### config.mk
export PLATFORM = sky130hd
export DESIGN_NAME = hpe_cell
export DESIGN_NICKNAME = d
export VERILOG_FILES = /design/src/hpe_pkg.sv /design/src/hpe_cell.sv
export SDC_FILE = /design/constraint.sdc
export NUM_CORES = 2
export LEC_CHECK = 0
export BUFFER_PORTS_ARGS = -buffer_cell sky130_fd_sc_hd__buf_2
export CORE_UTILIZATION = 30
export DETAILED_ROUTE_END_ITERATION = 16
export SLEW_MARGIN = 10
export SYNTH_ARGS = -nofsm -noshare
export SYNTH_HDL_FRONTEND = slang
export SYNTH_SLANG_ARGS = --single-unit
### constraint.sdc
create_clock -name clk -period 7.5 [get_ports clk]
set_input_delay 0.375 -clock clk [delete_from_list [all_inputs] [get_ports clk]]
set_output_delay 0.375 -clock clk [all_outputs]
set_load 0.05 [all_outputs]
### src/hpe_pkg.sv
// Package with shared types and constants for the Horner polynomial evaluator.
package hpe_pkg;

  localparam int HPE_NUM_COEFFS = 8;
  localparam int HPE_REG_COUNT  = 8;
  localparam int HPE_IDX_W      = 3;
  localparam int HPE_COEF_W     = 16;
  localparam int HPE_ARG_W      = 16;
  localparam int HPE_ACC_W      = 64;
  localparam int HPE_PROD_W     = HPE_ACC_W + HPE_ARG_W;

  localparam logic [HPE_COEF_W-1:0] HPE_COEF_RESET [HPE_REG_COUNT] = '{
    16'hFFFB, 16'h0001, 16'hFFFE, 16'h0003,
    16'h0000, 16'h0000, 16'h0000, 16'h0000
  };

  typedef struct packed {
    logic [HPE_ARG_W-1:0] arg;
    logic [HPE_ACC_W-1:0] acc;
    logic                 ovf;
  } hpe_item_t;

endpackage

### src/hpe_cell.sv
// One Horner step cell: a multiply stage followed by a coefficient add stage.
module hpe_cell
  import hpe_pkg::*;
(
  input  logic                  clk,
  input  logic                  rst_n,
  input  logic [HPE_COEF_W-1:0] coef,
  input  logic                  in_valid,
  output logic                  in_ready,
  input  hpe_item_t             in_item,
  output logic                  out_valid,
  input  logic                  out_ready,
  output hpe_item_t             out_item
);

  logic                  mul_valid_r;
  logic [HPE_ARG_W-1:0]  mul_arg_r;
  logic [HPE_ACC_W-1:0]  mul_prod_r;
  logic                  mul_ovf_r;
  logic                  add_valid_r;
  hpe_item_t             add_item_r;

  logic                  mul_ready;
  logic                  add_ready;
  logic signed [HPE_PROD_W-1:0] prod_full;
  logic                  prod_ovf;
  logic [HPE_ACC_W-1:0]  coef_ext;
  logic [HPE_ACC_W-1:0]  sum;
  logic                  sum_ovf;

  assign add_ready = !add_valid_r || out_ready;
  assign mul_ready = !mul_valid_r || add_ready;
  assign in_ready  = mul_ready;

  assign prod_full = $signed(in_item.acc) * $signed(in_item.arg);
  assign prod_ovf  = prod_full[HPE_PROD_W-1:HPE_ACC_W-1] !=
                     {(HPE_ARG_W+1){prod_full[HPE_ACC_W-1]}};

  assign coef_ext = {{(HPE_ACC_W-HPE_COEF_W){coef[HPE_COEF_W-1]}}, coef};
  assign sum      = mul_prod_r + coef_ext;
  assign sum_ovf  = ~(mul_prod_r[HPE_ACC_W-1] ^ coef_ext[HPE_ACC_W-1]) &
                    (mul_prod_r[HPE_ACC_W-1] ^ sum[HPE_ACC_W-1]);

  always_ff @(posedge clk) begin
    if (!rst_n) begin
      mul_valid_r <= 1'b0;
    end else if (mul_ready) begin
      mul_valid_r <= in_valid;
    end
    if (mul_ready && in_valid) begin
      mul_arg_r  <= in_item.arg;
      mul_prod_r <= prod_full[HPE_ACC_W-1:0];
      mul_ovf_r  <= in_item.ovf | prod_ovf;
    end
  end

  always_ff @(posedge clk) begin
    if (!rst_n) begin
      add_valid_r <= 1'b0;
    end else if (add_ready) begin
      add_valid_r <= mul_valid_r;
    end
    if (add_ready && mul_valid_r) begin
      add_item_r.arg <= mul_arg_r;
      add_item_r.acc <= sum;
      add_item_r.ovf <= mul_ovf_r | sum_ovf;
    end
  end

  assign out_valid = add_valid_r;
  assign out_item  = add_item_r;

  // An overflow seen upstream must never be dropped by this cell.
  a_ovf_sticky_mul: assert property (@(posedge clk) disable iff (!rst_n)
    (in_valid && in_ready && in_item.ovf) |=> mul_ovf_r)
    else $error("overflow flag lost in multiply stage");

  a_ovf_sticky_add: assert property (@(posedge clk) disable iff (!rst_n)
    (mul_valid_r && add_ready && mul_ovf_r) |=> add_item_r.ovf)
    else $error("overflow flag lost in add stage");

  a_mul_hold: assert property (@(posedge clk) disable iff (!rst_n)
    (mul_valid_r && !add_ready) |=> (mul_valid_r && $stable(mul_prod_r)))
    else $error("multiply stage changed while stalled");

  a_out_hold: assert property (@(posedge clk) disable iff (!rst_n)
    (add_valid_r && !out_ready) |=> (add_valid_r && $stable(add_item_r)))
    else $error("result changed while stalled");

endmodule

Yosys cells after proc, flatten, opt, wreduce, memory -nomap -nowiden --
Index checks and enable logic that the tools add are counted.
Operators by class: add/subtract/negate cells 1, multipliers 1, eq/ne operators 1, bitwise gates (word level) 6, reductions and logical operators 6
Operators by type and width (number):
- $mul A64 B16 Y80 | 1
- $add A64 B64 Y64 | 1
- $ne A16 B16 Y1 | 1
- $logic_and A1 B1 Y1 | 2
- $logic_not A1 Y1 | 2
- $logic_or A1 B1 Y1 | 2
- $or A1 B1 Y1 | 2
- $xor A1 B1 Y1 | 2
- $and A1 B1 Y1 | 1
- $not A1 Y1 | 1
Storage, ports and cells: register bits after elaboration 164, input bits 101, output and inout port bits 83, logic and storage cells 23

Depth between registers and ports, before layout --
word-level depth 4, gate-level depth with buffers 30, mapped depth without buffers 28

Least setup slack after synthesis --
OpenSTA, ideal clock, no wires.
path type input -> register, start point input port in_item[66] in the netlist's numbering, end point register mul_ovf_r (data pin), data arrival time 7.104 ns, data required time 7.223 ns, setup slack 0.119 ns, stages on the path 27, path buffers 3, cells stage by stage clkbuf_1 clkbuf_1 nand2_1 fa_1 inv_1 fa_1 inv_1 fa_1 inv_1 fa_1 fa_1 fa_1 ha_1 clkbuf_1 a21o_1 a21o_1 a21oi_1 o21ai_1 a221o_1 a221o_1 a21oi_1 o21ai_1 a221o_1 xnor2_1 or3_1 o21ai_1 nand4b_1
On the way: cells in the longest elaborated chain, start to end 3
RTL lines:
- from (decl) | RTL line hpe_cell.sv:10 | input hpe_item_t in_item,
- $mul A64 B16 Y80 | RTL line hpe_cell.sv:35 | assign prod_full = $signed(in_item.acc) * $signed(in_item.arg);
- $ne A16 B16 Y1 | RTL line hpe_cell.sv:36 | assign prod_ovf = prod_full[HPE_PROD_W-1:HPE_ACC_W-1] !=
- $or A1 B1 Y1 | RTL line hpe_cell.sv:53 | mul_ovf_r <= in_item.ovf | prod_ovf;
- to (signal assigned) | RTL line hpe_cell.sv:53
- to (decl) | RTL line hpe_cell.sv:19 | logic mul_ovf_r;
No other way between the ends. A chain may end at the register's enable or synchronous reset.

Final worst setup path --
start point input port in_item[68] in the netlist's numbering, end point register mul_ovf_r (data pin)
Same word-level chain as after synthesis.

==> results by group <==
Outcome
  – Status: finished clean

Synthesis
  – Mapped Cells: 4582
  – Cell area after synthesis: 42100 um^2
  – Count of cell types in the netlist: 79
  – Synth async-reset ratio: 0%
  – Ranking of synthesized cells by area: fa_1 (44%), edfxtp_1 (12%), inv_1 (9.9%), ha_1 (7.2%), and2_1 (6.0%)
  – Syn. warnings: 0
  – Yosys top cell by area: fa_1
  – Yosys reg bits: 164
  – Syn_nets: 5859
  – Post-synth top flop: edfxtp_1
  – Most frequent cells after synthesis: inv_1 (1108), fa_1 (935), nand2_1 (645), and2_1 (404), ha_1 (241)
  – Sequential area share after synthesis: 11.6%
  – Synthesized area per cell: 9.19 um^2
  – Most frequent cell after synthesis: inv_1
  – Yosys top cell area share: 44.4%
  – Post-synth EDFFs: 162

Timing
  – RSZ-0062 raised after global routing: yes
  – Slew of the pin with the lowest slew margin: 0.943 ns
  – Slew HR: 37.0%
  – Final worst slack: 0.356 ns
  – Hold Vio Cnt, Final: 0
  – Setup Skew: 0.0267 ns
  – Setup TNS: 0 ns
  – Fmax: 0.140 GHz
  – Fin crit period: 7.14 ns
  – Worst hold margin: 0.0639 ns
  – Final Slew Violations: 0
  – Final setup vio count: 0
  – Share of the clock period used by the worst path: 95.3%

Setup path
  – CP max-delay cell: fa_1
  – Worst Path Max Fanout: 21
  – R2r endpoint: out_item[0]
  – Crit path from: in_item[68]
  – Largest stage delay, worst path: 0.54 ns
  – CP Data Arrival Time: 7.43 ns
  – Worst r2r src: mul_prod_r[8]
  – Critical Path RT: 7.79 ns
  – Crit Path Class: in2reg
  – Setup crit start kind: input port
  – Setup slack on the worst flop-to-flop path: 2.22 ns
  – CP Capture Type: flop
  – CP most frequent cell: fa_1
  – Worst r2r path cells: 14

Floorplan
  – Io pins: 184
  – Core box area: 139000 um^2
  – Chip Width: 377 um
  – Initial core utilization: 30.2%
  – Die area: 142000 um^2
  – FP Rows: 137
  – Die H: 377 um

Flow run
  – Max Cap Viol: 0

Min path
  – Hold WC Path Type: in2reg
  – HP Start: rst_n
  – WHS Path Cells: 2
  – Hold endpoint: out_valid

Clock network
  – Max H-tree Level: 4
  – CTS Buf Count: 17
  – CTS root buf: clkbuf_16
  – Num Clock Sinks: 164
  – Clock Latency Late Sink: 0.55 ns
  – CTS tree: yes
  – Clock buffer depth: 2
  – Clock-pin slew on the worst setup and hold paths: 0.09 ns

Routing
  – Vias per cell: 4.58
  – Vias: 31.7k
  – Number of DRC markers in iteration 0: 1940
  – Post-route DRC: 0
  – Drt wl/cell: 17.5 um
  – Drt pass-1 iters: 5
  – WL final: 121 mm
  – DRT antenna net count: 0

Final layout
  – FF/Latch Area: 4900 um^2
  – Final layout net count: 6322
  – Fillcell total: 14.2k
  – Final Util: 35.3%
  – Area occupied by multi-input gates: 32400 um^2
  – Share of cells above drive strength 1: 14.2%
  – Area added between synthesis and finish: 16.9%

Global routing
  – First-pass GRT wire length: 194 mm
  – Pin count of the biggest net entering global routing: 52
  – Initial antenna violation count: 19
  – Vias in the first global route: 34.3k
  – Global route overflow: 0
  – GRT Util Overall: 17.8%

Place
  – Gp weighted congestion: 0.907
  – IO buf count: 183
  – Setup slack after placement: -0.834 ns
  – HPWL after DPL: 104 mm
[what timing repair did]
| action | CTS | global route |
|---|---|---|
| pin swaps | 0 | 4 |
| buffers inserted | 0 | 2 |
| resized for setup | 3 | 25 |
| hold buffers | 0 | 0 |
| endpoints found under the hold margin | 0 | 0 |
| endpoints found under the setup margin | 1 | 2 |
[registers in the layout, summed over array words and instances (netlist names)]
register and cells:
mul_ovf_r 1, mul_valid_r 1, out_item 81, mul_arg_r 16
out_valid 1, mul_prod_r 64
[worst max-delay path by stage]
| stage | end | slack [ns] | depth (start not counted) |
|---|---|---|---|
| final | mul_ovf_r | 0.36 | 29 |
| after global routing | mul_ovf_r | -0.02 | 29 |
| after CTS | mul_ovf_r | 0.05 | 28 |
| after detailed placement | mul_ovf_r | -0.83 | 28 |
| after global placement | mul_ovf_r | -0.73 | 28 |
| after floorplan | mul_ovf_r | 0.12 | 27 |
[routing by layer]
layer / vias up / global-route usage (%) / wire length, um
li1: 14564 / - / -
met1: 16182 / 23.2 / 53100
met2: 839 / 30.2 / 59000
met3: 143 / 3.14 / 6960
met4: 18 / 4.34 / 2290
met5: - / 0 / 107
[area by class of cell]
| cell class | count | share of cell area, % |
|---|---|---|
| Clock inverter | 14 | 0.262 |
| Antenna cell | 2 | 0.0102 |
| Inverter | 1109 | 8.46 |
| Sequential cell | 164 | 9.96 |
| Tap cell | 1876 | 4.77 |
| Clock buffer | 18 | 0.872 |
| Multi-Input combinational cell | 3108 | 65.8 |
| Timing Repair Buffer | 645 | 9.84 |
[metrics by stage]
| step | std cells | instance area [um^2] |
|---|---|---|
| floorplan | 4582 | 42100 |
| global placement | 6900 | 48500 |
| detailed placement | 6900 | 48500 |
| CTS | 6932 | 49100 |
| global route | 6934 | 49200 |
| finish | 6936 | 49200 |
[cells by family (layout without fill, tap and decap cells)]
logic type / after synthesis / after routing / synth area share [%]
adders and majority gates: 1176 / 1176 / 51.6
xor gates and xnor gates: 138 / 138 / 2.87
muxes: 2 / 2 / 0.0475
DFF: 164 / 164 / 11.6
AOI/OAI and AO/OA: 432 / 432 / 6.59
buffers and inverters: 1310 / 1786 / 11.7
and+or+nand+nor: 1360 / 1360 / 15.6
other: 0 / 2 / 0
[worst max-delay path, delay by kind of cell]
| kind | cells | cell delay (ns) |
|---|---|---|
| AO/OA/AOI/OAI | 9 | 1.69 |
| XOR/XNOR | 1 | 0.19 |
| adder cells (fa/ha/maj) | 7 | 3.41 |
| buffers and inverters | 7 | 0.83 |
| AND/OR/NAND/NOR | 5 | 0.87 |
[cell usage in the layout (no fill, tap or decap), types with 4 or more instances in the layout]
cell       count
a221oi_2       4
nor2_1       126
nand4_1       34
a31oi_1       17
xor2_1        48
or3_1          4
o21a_1        11
xnor2_1       89
buf_4        426
nand2b_1      29
a21o_1        70
clkbuf_16     17
and2_1       403
a211oi_1       8
inv_1       1108
a21boi_0       8
o21ai_2        4
buf_2        180
a21oi_1      143
nand3_1       24
ha_1         240
o211ai_1       9
nor2b_1       28
o21ai_1       10
and3_1        15
nand2_1      645
buf_12        35
fa_1         935
edfxtp_1     162
o31ai_1        7
o21ai_0       68
o21bai_1      24
a221o_1        5
nor3_1        23
Power is left out: the tool's default activity adds up to more than one toggle a clock period on the data nets, which glitch-free logic cannot reach.
